[config.mk]
export PLATFORM = sky130hd
export DESIGN_NAME = wfqm_ram
export DESIGN_NICKNAME = d
export VERILOG_FILES = /design/src/rtl/core/wfqm_ram.sv
export SDC_FILE = /design/constraint.sdc
export NUM_CORES = 1
export LEC_CHECK = 0
export BUFFER_PORTS_ARGS = -buffer_cell sky130_fd_sc_hd__clkbuf_2
export CELL_PAD_IN_SITES_DETAIL_PLACEMENT = 1
export CELL_PAD_IN_SITES_GLOBAL_PLACEMENT = 1
export CORE_MARGIN = 4
export CORE_UTILIZATION = 35
export DETAILED_ROUTE_END_ITERATION = 12
export MAX_ROUTING_LAYER = met4
export PLACE_DENSITY_LB_ADDON = 0.3
export SYNTH_ARGS = -nofsm -noshare
export SYNTH_HDL_FRONTEND = slang
export SYNTH_SLANG_ARGS = --single-unit
[constraint.sdc]
create_clock -name clk_i -period 6 [get_ports clk_i]
set_clock_uncertainty 0.2 [all_clocks]
set_input_delay 1.2 -clock clk_i [delete_from_list [all_inputs] [get_ports clk_i]]
set_output_delay 1.2 -clock clk_i [all_outputs]
set_load 0.005 [all_outputs]
[src/rtl/core/wfqm_ram.sv]
`timescale 1ns / 1ps
// ----------------------------------------------------------------------------
// wfqm_ram
// Generic single-port synchronous RAM with registered read.
// ----------------------------------------------------------------------------
module wfqm_ram #(
  parameter int unsigned Width = 8,
  parameter int unsigned Depth = 16
) (
  input  logic                     clk_i,
  input  logic                     we_i,
  input  logic [$clog2(Depth)-1:0] addr_i,
  input  logic [Width-1:0]         wdata_i,
  output logic [Width-1:0]         rdata_o
);

  logic [Width-1:0] mem_q [Depth];

  // write or read one entry per cycle
  always_ff @(posedge clk_i) begin
    if (we_i) begin
      mem_q[addr_i] <= wdata_i;
    end
    rdata_o <= mem_q[addr_i];
  end

endmodule

==> After elaboration in Yosys (flattened, before gate mapping) <==
Memories as Yosys holds them, arrays and structs flattened. A register that Yosys moved wholly into a read port is not among the register bits.
Index checks and enable logic that the tools add are counted.
{ "word_totals": {"ramBits": 128, "out_inout_bits": 8, "memories": 1, "register_bits": 0, "inputBits": 14, "wordCells": 3} }
{ "memory_table": {"columns": ["memory", "words", "width", "read_ports", "rd_clocked_by_memory_dff", "wr", "line", "rtl"], "rows": [
  ["mem_q", 16, 8, 1, 1, 1, "17", "logic [Width-1:0] mem_q [Depth];"]
]} }
{ "op_classes": {"mux": 2} }
{ "op_table": {"columns": ["operator", "count"], "rows": [
  ["$mux 1", 2]
]} }

==> Depth between registers and ports, before layout <==
{ "logic_depth": {"ltp_word": 2, "ltp_mapped": 5, "mapped_depth_nobuf": 3} }

==> Least setup slack after synthesis <==
Ideal clock, no wire load.
{ "synth_timing": {"path_type": "input to register", "startpoint": "input port addr_i[2]", "endpoint": "memory mem_q[0][0], enable pin", "path_slack_ps": 3107, "n_path_buf": 0, "arrival_time_ps": 2310, "setup_ps": 383, "t_required_ps": 5417, "cell_stages": 2, "path_cell_list": "or3b_2 -> nor3_1"} }
{ "synth_rtl": {"columns": ["element", "line", "rtl"], "rows": [
  ["start, declared", "12", "input logic [$clog2(Depth)-1:0] addr_i,"],
  ["end, declared", "17", null]
]} }
Straight into the memory's write port.

==> Final worst setup path <==
{ "layout_timing": {"startpoint": "input port addr_i[1]", "endpoint": "memory mem_q[12][6], enable pin"} }
Straight into the memory's write port.

==> metrics <==
Die Area=16470 sq um; H-tree Lvls=4; Layout Nets=274; Remaining DRCs=0; ratio of cells with drive above 1 in the final layout=31.14%; via/cell ratio=5.068; register area share after synthesis=79.01%; CTS Buffer Depth=2; #FFs+latches synth=136; via count=2296; TritonRoute pass-1 iters=4; RSZ-0062 raised after global routing=false; Leakage=1.878 nW; Ports=22; Syn Nets=244; Avg WL per Cell=22.75 um; Setup crit end kind=flop; number of diodes=0; met1 usage=19.72%; status=completed; Clock transition at path regs=60 ps; Final Hold Fails=0; Tcrit/Tclk final=51.45%; Clock power frac=45.2%; slowest CP cell=nor3_1; Switching Share=21.57%; slowest stage delay, CP=1150 ps; vias in the first global route=2481; Fmax=0.3239 GHz; top cells by count, synth=edfxtp_1, mux4_2, a22oi_1, nor2_1, nand2_1; gate count of the mapped netlist=230; Root Buffer=clkbuf_16; area leader, netlist=edfxtp_1; Worst Tran Pin Value=1207 ps; Crit path arrival time=2910 ps; grt total ovfl=0; crit path cell chain=clkbuf_2 > nor3_1; initial drt markers=245; Synth top area share=75.85%; PortBufs=21; top_reg_cell synth=edfxtp_1; Slew Viols, Final=0; Avg Inst Size Synth=22.03 sq um; ys async rst share=0%; P_sw=458.9 uW; gr busiest metal=met2; Slew HR=18.93%; Startpoint Class=primary input; largest net degree at the start of global routing=40; row count=43; initial antenna violation count=0; final worst-path setup slack=2913 ps; Setup CP Type=in2reg; setup violation total in the final timing report=0; Initial Utilization=36.09%; Post-DP HPWL=6.527 mm; combinational cell fraction of total power=4.5%; post-CTS resize count=0; Hold Path Class=reg2reg; met3 GRT Util=3.042%; Reg power frac=50.2%; Die Ht=128.3 um; Total Routing Usage GR=13.91%; cell family with most CP delay=simple AND/OR/NAND/NOR gates; CTS tree=built; Total Wirelength=10.31 mm; hold-fix buffer count after cts=0; Worst EP required=5820 ps; cell-internal power=1.669 mW; Placed Cells=421; total core area=14040 sq um; placer congestion estimate=0.7821; top cells by area, synth=edfxtp_1, mux4_2, dfxtp_1; dpl ws=2437 ps; EDFF count, synth=128; TritonCTS Buffers=17; Mapped Area=5067 sq um; met2 Resource Use GR=19.77%; Chip Width=128.3 um; Final ANT Viol Nets=0; Tmin final=3087 ps; count leader, synth=edfxtp_1; non-filler instance count after layout=453; first-pass GRT wire length=15.85 mm; Sum Neg Setup Slack=0 ps; # clock sinks=136; CP Buf/Inv Count=1; yosys warns=0; Layout area overhead=16.40%; worst vdd ir=0.1809 mV; Post-CTS Setup Bufs=0; clk_lat worst skew=410 ps; synth unique cells=18; PD cells=360.7 nW/um^2; max_cap viols=0; CP max FO=39
==> metal layers <==
layer  share of wire (%)  wire length (um)  vias up
met5                   0                 0        -
met4                 1.2               119        0
met3                 4.4               449       10
met2                  46              4776       64
met1                  48              4963     1197
li1                    -                 -     1025
==> logic make-up (layout without fill, tap and decap cells) <==
| group | count (synthesis) | count (layout) | synth area share, % |
|---|---|---|---|
| DFF | 136 | 136 | 79.01 |
| and+or+nand+nor | 35 | 35 | 3.210 |
| muxes | 32 | 32 | 14.22 |
| AOI/OAI and AO/OA | 16 | 16 | 2.370 |
| buffers and inverters | 11 | 54 | 1.185 |
==> cell type report <==
| cell class | instances | area, sq um |
|---|---|---|
| timing repair buffer | 22 | 112.6 |
| tap | 180 | 225.2 |
| clock inverter | 15 | 127.6 |
| multi-input combinational | 83 | 1003 |
| fill | 1306 | 8144 |
| clock buffer | 17 | 425.4 |
| sequential | 136 | 4004 |
==> cell usage in the layout, fill, tap and decap left out, types with 2 or more instances in the layout <==
cell	instances
a22oi_1	16
clkbuf_16	17
clkbuf_2	21
clkinv_1	2
clkinv_2	2
clkinvlp_4	6
dfxtp_1	8
edfxtp_1	128
inv_6	3
mux4_2	32
nand2_1	9
nand2b_1	2
nand3b_1	2
nor2_1	13
nor2b_1	2
nor3_1	4
==> flip-flops by register name (all words and copies together), names as in the netlist <==
register	flops
mem_q	128
rdata_o	8
==> final timing paths <==
path                            cells past startpoint           end  slack [ps]    startpoint
worst max-delay path                                2  mem_q[12][6]        2910     addr_i[1]
worst min-delay path                                3    rdata_o[2]         500  mem_q[10][2]
worst max register to register                      3    rdata_o[3]        4380   mem_q[7][3]
worst min register to register                      3    rdata_o[2]         500  mem_q[10][2]
==> power by group through the flow <==
stage                     registers, mW  logic (mW)  clock network, mW
after floorplan                    1.09      0.0547                  0
after global placement             1.09      0.0980                  0
after detailed placement           1.09      0.0989                  0
after CTS                          1.07      0.0988              0.979
after global routing               1.07       0.105               1.03
final                              1.07      0.0963              0.962
==> stage by stage <==
step / instance area, sq um / hold WS (ps) / utilization (%) / power (mW)
finish: 5898 / 504.4 / 42.00 / 2.128
detailed placement: 5345 / 487.0 / 38.06 / 1.188
global placement: 5345 / 489.6 / 38.06 / 1.186
floorplan: 5067 / 434.9 / - / 1.142
global route: 5898 / 536.5 / 42.00 / 2.204
CTS: 5898 / 499.0 / 42.00 / 2.147
No activity file was read; power rests on OpenSTA's default activity.
