File: src/rtl/core/wfqm_pkg.sv
`timescale 1ns / 1ps
// ----------------------------------------------------------------------------
// wfqm_pkg
// Shared constants, codes and types of the weighted fair queue marker.
// ----------------------------------------------------------------------------
package wfqm_pkg;

  localparam int unsigned Queues       = 8;
  localparam int unsigned PktsPerQueue = 64;
  localparam int unsigned SizeBits     = 14;

  localparam int unsigned QW   = $clog2(Queues);
  localparam int unsigned PW   = $clog2(PktsPerQueue);
  localparam int unsigned CW   = PW + 1;
  localparam int unsigned AW   = QW + PW;
  localparam int unsigned Depth = Queues * PktsPerQueue;
  localparam int unsigned FtW  = 48;

  localparam logic [FtW-1:0] FtMax = '1;

  // actions
  localparam logic [1:0] ActEnq  = 2'd0;
  localparam logic [1:0] ActDeq  = 2'd1;
  localparam logic [1:0] ActTick = 2'd2;

  // marking modes
  localparam logic [1:0] ModeQueue = 2'd0;
  localparam logic [1:0] ModePort  = 2'd1;
  localparam logic [1:0] ModeShare = 2'd2;

  // register indexes
  localparam logic [2:0] RegMode   = 3'd0;
  localparam logic [2:0] RegWeight = 3'd1;
  localparam logic [2:0] RegThresh = 3'd2;
  localparam logic [2:0] RegPort   = 3'd3;
  localparam logic [2:0] RegMean   = 3'd4;
  localparam logic [2:0] RegBuffer = 3'd5;
  localparam logic [2:0] RegAlpha  = 3'd6;
  localparam logic [2:0] RegQueues = 3'd7;

  // request to the divider
  typedef struct packed {
    logic        start;
    logic [21:0] dividend;
    logic [7:0]  divisor;
  } div_req_t;

  typedef struct packed {
    logic        done;
    logic [21:0] quotient;
  } div_rsp_t;

endpackage

File: src/rtl/core/wfqm_div.sv
`timescale 1ns / 1ps
// ----------------------------------------------------------------------------
// wfqm_div
// Restoring divider, 22-bit dividend by 8-bit divisor, one bit per cycle.
// ----------------------------------------------------------------------------
module wfqm_div (
  input  logic                clk_i,
  input  logic                rst_ni,
  input  wfqm_pkg::div_req_t  req_i,
  output wfqm_pkg::div_rsp_t  rsp_o
);
  import wfqm_pkg::*;

  logic [21:0] quo_q, quo_d;
  logic [8:0]  rem_q, rem_d;
  logic [7:0]  dsr_q, dsr_d;
  logic [4:0]  cnt_q, cnt_d;
  logic        busy_q, busy_d;
  logic        done_q, done_d;
  logic [8:0]  trial;

  // shift in one dividend bit and try a subtract
  always_comb begin
    quo_d  = quo_q;
    rem_d  = rem_q;
    dsr_d  = dsr_q;
    cnt_d  = cnt_q;
    busy_d = busy_q;
    done_d = 1'b0;
    trial  = {rem_q[7:0], quo_q[21]};
    if (req_i.start) begin
      quo_d  = req_i.dividend;
      rem_d  = '0;
      dsr_d  = (req_i.divisor == 8'd0) ? 8'd1 : req_i.divisor;
      cnt_d  = 5'd22;
      busy_d = 1'b1;
    end else if (busy_q) begin
      if (trial >= {1'b0, dsr_q}) begin
        rem_d = trial - {1'b0, dsr_q};
        quo_d = {quo_q[20:0], 1'b1};
      end else begin
        rem_d = trial;
        quo_d = {quo_q[20:0], 1'b0};
      end
      cnt_d = cnt_q - 5'd1;
      if (cnt_q == 5'd1) begin
        busy_d = 1'b0;
        done_d = 1'b1;
      end
    end
  end

  always_ff @(posedge clk_i or negedge rst_ni) begin
    if (!rst_ni) begin
      busy_q <= 1'b0;
      done_q <= 1'b0;
      cnt_q  <= '0;
    end else begin
      busy_q <= busy_d;
      done_q <= done_d;
      cnt_q  <= cnt_d;
    end
  end

  always_ff @(posedge clk_i) begin
    quo_q <= quo_d;
    rem_q <= rem_d;
    dsr_q <= dsr_d;
  end

  assign rsp_o.done     = done_q;
  assign rsp_o.quotient = quo_q;

  // the remainder always stays below the divisor
  assert property (@(posedge clk_i) disable iff (!rst_ni)
    busy_q |-> rem_q < {1'b0, dsr_q})
    else $error("divider remainder out of range");
  // done pulses in the cycle after the last step, never while busy
  assert property (@(posedge clk_i) disable iff (!rst_ni)
    done_q |-> !busy_q)
    else $error("divider done while busy");
  assert property (@(posedge clk_i) disable iff (!rst_ni)
    (busy_q && cnt_q == 5'd1 && !req_i.start) |=> done_q)
    else $error("divider missed done");

endmodule
File: config.mk
export PLATFORM = sky130hd
export DESIGN_NAME = wfqm_div
export DESIGN_NICKNAME = d
export VERILOG_FILES = /design/src/rtl/core/wfqm_pkg.sv /design/src/rtl/core/wfqm_div.sv
export SDC_FILE = /design/constraint.sdc
export NUM_CORES = 1
export LEC_CHECK = 0
export ABC_AREA = 0
export BUFFER_PORTS_ARGS = -buffer_cell sky130_fd_sc_hd__clkbuf_2
export CORE_MARGIN = 3
export CORE_UTILIZATION = 57
export CTS_CLUSTER_SIZE = 12
export DETAILED_ROUTE_END_ITERATION = 7
export PLACE_DENSITY = 0.88
export SYNTH_ARGS = -nofsm -noshare
export SYNTH_HDL_FRONTEND = slang
export SYNTH_SLANG_ARGS = --single-unit
File: constraint.sdc
create_clock -name clk_i -period 3.28 [get_ports clk_i]
set_input_delay 0 -clock clk_i [delete_from_list [all_inputs] [get_ports clk_i]]
set_output_delay 0 -clock clk_i [all_outputs]
set_load 0.05 [all_outputs]
* Yosys cells after proc, flatten, opt, wreduce, memory -nomap -nowiden
Index checks and enable logic that the tools add are counted.
** Word-level totals
- Output and inout bits :: 23
- Register bits after elaboration :: 45
- Input port bits :: 33
** Cells by class
- Equal/unequal tests :: 1
- Magnitude comparators :: 1
- Reductions and logical operators :: 2
- $add $sub $neg :: 2
- Multiplexer cells :: 12
** Operators by type and width (count)
- $mux W22 :: 2
- $mux W5 :: 2
- $ge A9 B8 Y1 :: 1
- $logic_not A8 Y1 :: 1
- $mux W8 :: 1
- $sub A8 B8 Y8 :: 1
- $mux W1 :: 7
- $eq A5 B1 Y1 const B :: 1
- $sub A5 B1 Y5 const B :: 1
- $reduce_bool A2 Y1 :: 1

* Longest topological paths before layout
- Depth after elaboration :: 4
- Depth in mapped cells :: 8

* Worst setup path before layout
OpenSTA, ideal clock, no wires.
- Kind :: reg2reg
- Start point :: register quo_q[21]
- End point :: register rem_q[6]
- Stages on the path, launching flop included :: 9
- Slack :: 1.126 ns
- Buffers on the path :: 0
- Arrival time :: 2.070 ns
- Cells stage by stage :: edfxtp_1 inv_1 ha_1 fa_1 nand2b_1 a21oi_1 nand3_1 and4_1 o31ai_2
** Between the ends
- Longest elaborated chain between the ends :: 2
- Elaborated cells on any way between the ends :: 3
- Those cells by class :: add/sub: 1; order compare: 1; mux: 1
** Ends and longest elaborated chain
- start, declared :: RTL line wfqm_div.sv:14 : logic [21:0] quo_q, quo_d;
- start signal, assigned :: RTL line wfqm_div.sv:66 : quo_q <= quo_d;
- $sub A8 B8 Y8 or $ge A9 B8 Y1 (tied branches) :: RTL line wfqm_div.sv:39, wfqm_div.sv:38
- $mux W8 * :: RTL line wfqm_div.sv:38 : if (trial >= {1'b0, dsr_q}) begin
- end signal, assigned :: RTL line wfqm_div.sv:67 : rem_q <= rem_d;
- end, declared :: RTL line wfqm_div.sv:15 : logic [8:0] rem_q, rem_d;
Mark *: on every way between the ends. The rest lies on a longest branch, timed or not.
A chain may end at the register's enable or synchronous reset.

* Final worst setup path
Ends and elaborated chain as after synthesis.

==> run summary <==
final std cells w/o fill - 313
Mapped Cells - 193
Startpoint Class - flip-flop
largest net degree at the start of global routing - 42
post-CTS sizing - 0
Worst-Skew Late Latency - 0.30 ns
Die Area - 0.00489 mm²
final worst path period share - 0.628
PortBufs - 55
worst r2r dst - rem_q[6]
Pwr Total - 1.93 mW
core box area - 0.00380 mm²
Post-DP HPWL - 3.12 mm
post-layout utilization of the core - 0.773
All-Layer GR Usage - 0.246
HP Class - input pin to flip-flop
DRT Pass-1 Iters - 4
vias in the first global route - 1923
DR vias/cell - 5.68
Starting Density - 0.614
drt drc - 0
htree depth - 2
final hold slack - 0.00704 ns
Final ANT Viol Nets - 0
worst r2r src - quo_q[21]
final hold violations - 0
max-slew violation count - 0
Sum Neg Setup Slack - 0 ns
CTS root buffer - clkbuf_8
GP Congestion - 0.895
Ys Warns - 0
GRT overflow - 0
Reg2Reg Setup Slack - 1.22 ns
data arrival time of the critical path - 2.28 ns
Lkg Pwr - 1.28 nW
pwr/cell area - 657 mW/mm²
Rows - 22
Final Setup Violations - 0
final WL - 5.67 mm
Placed Area - 0.00260 mm²
Max clock buf depth - 2
Post-Syn Area - 0.00233 mm²
Post-CTS Repair Setup Buffers - 0
I/O pins - 56
share of layout cells above drive strength 1 - 0.370
clock skew - 0.00517 ns
RSZ-0062 raised after global routing - no
maximum vdd drop - 0.605 mV
Worst-path clk slew - 0.09 ns
CTS tree - yes
DRT iter0 DRCs - 131
Die W - 70.0 µm
Crit. End Element - flip-flop
syn nets - 237
# nets final - 308
Cell variety after synth - 45
reg2reg path depth - 8
worst slew pin tran - 0.831 ns
global-route wire length before repair - 9.28 mm
CTS Buf Count - 5
placed insts - 283
Worst Setup SP - quo_q[21]
maximum achievable frequency - 0.486 GHz
cts hold-fix bufs - 21
Crit Path Class - flip-flop to flip-flop
total number of vias - 1778
Place WS - 1.37 ns
clk sink count - 45
initial antenna violation count - 0
Finished Cell Area - 0.00294 mm²
number of synthesized register bits - 45
Syn Area/Cell - 12.1 µm²
Layout fillers - 227
Critical Path Sink - rem_q[6]
Worst Path Required - 3.50 ns
Area growth syn-to-layout - 26.0%
crit-path max FO - 3
max_cap viols - 0
diode count - 0
Final WS setup - 1.22 ns
per-cell routed wire length - 18.1 µm
Slew headroom - 0.445
Seq/Total Area, Yosys - 0.530
die height - 70.0 µm
minimum clock period - 2.06 ns
status - finished clean
-- sequential cells by signal (all words and copies together), names as in the netlist --
name / count
dsr_q: 8
done_q: 1
quo_q: 22
busy_q: 1
cnt_q: 5
rem_q: 8
-- critical path, cell delays in order (launching register included) --
cell and delay [ns]:
edfxtp_1 0.40, inv_1 0.10, ha_1 0.23, fa_1 0.25
nand2b_1 0.16, a21oi_1 0.10, or4_1 0.39, and4_1 0.19
o31ai_2 0.15
-- cell usage after synthesis (all sizes together) --
master / count / area share
a211oi: 3 / 0.014
a21o: 3 / 0.013
a21oi: 6 / 0.016
a22o: 1 / 0.0038
a311oi: 1 / 0.0038
a31o: 2 / 0.0075
and2b: 1 / 0.0038
and4: 1 / 0.0038
buf: 5 / 0.016
clkbuf: 9 / 0.014
dfrtp: 7 / 0.075
dfxtp: 8 / 0.069
edfxtp: 30 / 0.39
fa: 1 / 0.0086
ha: 10 / 0.054
inv: 14 / 0.023
mux2: 23 / 0.11
mux2i: 4 / 0.017
nand2: 12 / 0.019
nand2b: 6 / 0.016
nand3: 2 / 0.0064
nor2: 15 / 0.024
nor2b: 3 / 0.0081
nor3: 3 / 0.0064
nor4: 1 / 0.0027
nor4b: 1 / 0.0038
o21ai: 6 / 0.013
o221ai: 1 / 0.0064
o22ai: 1 / 0.0027
o31ai: 2 / 0.0086
or4: 1 / 0.0032
or4b: 1 / 0.0043
xnor2: 6 / 0.023
xor2: 3 / 0.011
-- placed cells by master, fill, tap and decap left out, drive strengths merged, types with 3 or more instances in the layout --
cell / Yosys / routed
xnor2: 6 / 6
edfxtp: 30 / 30
dlygate4sd3: 0 / 22
o21ai: 6 / 6
xor2: 3 / 3
nand2: 12 / 12
dfrtp: 7 / 7
clkbuf: 9 / 62
nand2b: 6 / 6
inv: 14 / 14
mux2: 23 / 23
a21oi: 6 / 6
nor2b: 3 / 3
dfxtp: 8 / 8
nor3: 3 / 3
a211oi: 3 / 3
nor2: 15 / 15
ha: 10 / 10
a21o: 3 / 3
mux2i: 4 / 4
-- worst min path at each step --
| stage | cells past startpoint | slack [ns] | from | to |
|---|---|---|---|---|
| 2_1_floorplan | 0 | -0.30 | rst_ni | busy_q |
| 3_3_place_gp | 1 | -0.16 | rst_ni | cnt_q[4] |
| 3_5_place_dp | 1 | -0.15 | rst_ni | cnt_q[2] |
| 4_1_cts | 2 | 0.0005 | req_i[19] | quo_q[11] |
| 5_1_grt | 2 | 0.002 | req_i[12] | quo_q[4] |
| 6_report | 2 | 0.007 | req_i[12] | quo_q[4] |
-- layout make-up --
type	instances	area, µm²	area share
flip-flops and latches	45	1240	0.421
multi-input cells	120	971	0.330
repair buffers	78	503	0.171
clock buffers	7	108	0.0366
well taps	48	60.1	0.0204
inverters	14	52.6	0.0179
clock inverters	1	7.51	0.00256
-- kinds of logic (layout without fill, tap and decap cells) --
| logic type | count (synthesis) | after routing | synth area share |
|---|---|---|---|
| DFF | 45 | 45 | 0.530 |
| muxes | 27 | 27 | 0.130 |
| xor gates and xnor gates | 9 | 9 | 0.0338 |
| AOI/OAI and AO/OA | 26 | 26 | 0.0886 |
| buffers and inverters | 28 | 100 | 0.0531 |
| and+or+nand+nor | 47 | 47 | 0.102 |
| adders and majority gates | 11 | 11 | 0.0623 |
-- per-layer routing --
| layer | vias to the layer above | wire, µm | track usage |
|---|---|---|---|
| met4 | 0 | 196 | 0.117 |
| met5 | - | 0 | 0 |
| li1 | 816 | - | - |
| met2 | 66 | 3090 | 0.446 |
| met1 | 876 | 2120 | 0.268 |
| met3 | 20 | 267 | 0.0547 |
-- where the power goes --
part | switching (mW) | internal [mW] | total [mW] | leakage [nW]
combinational | 0.448 | 0.298 | 0.745 | 0.765
clock | 0.196 | 0.217 | 0.414 | 0.0556
sequential | 0.0690 | 0.701 | 0.770 | 0.456
(Power assumes the default switching activity.)
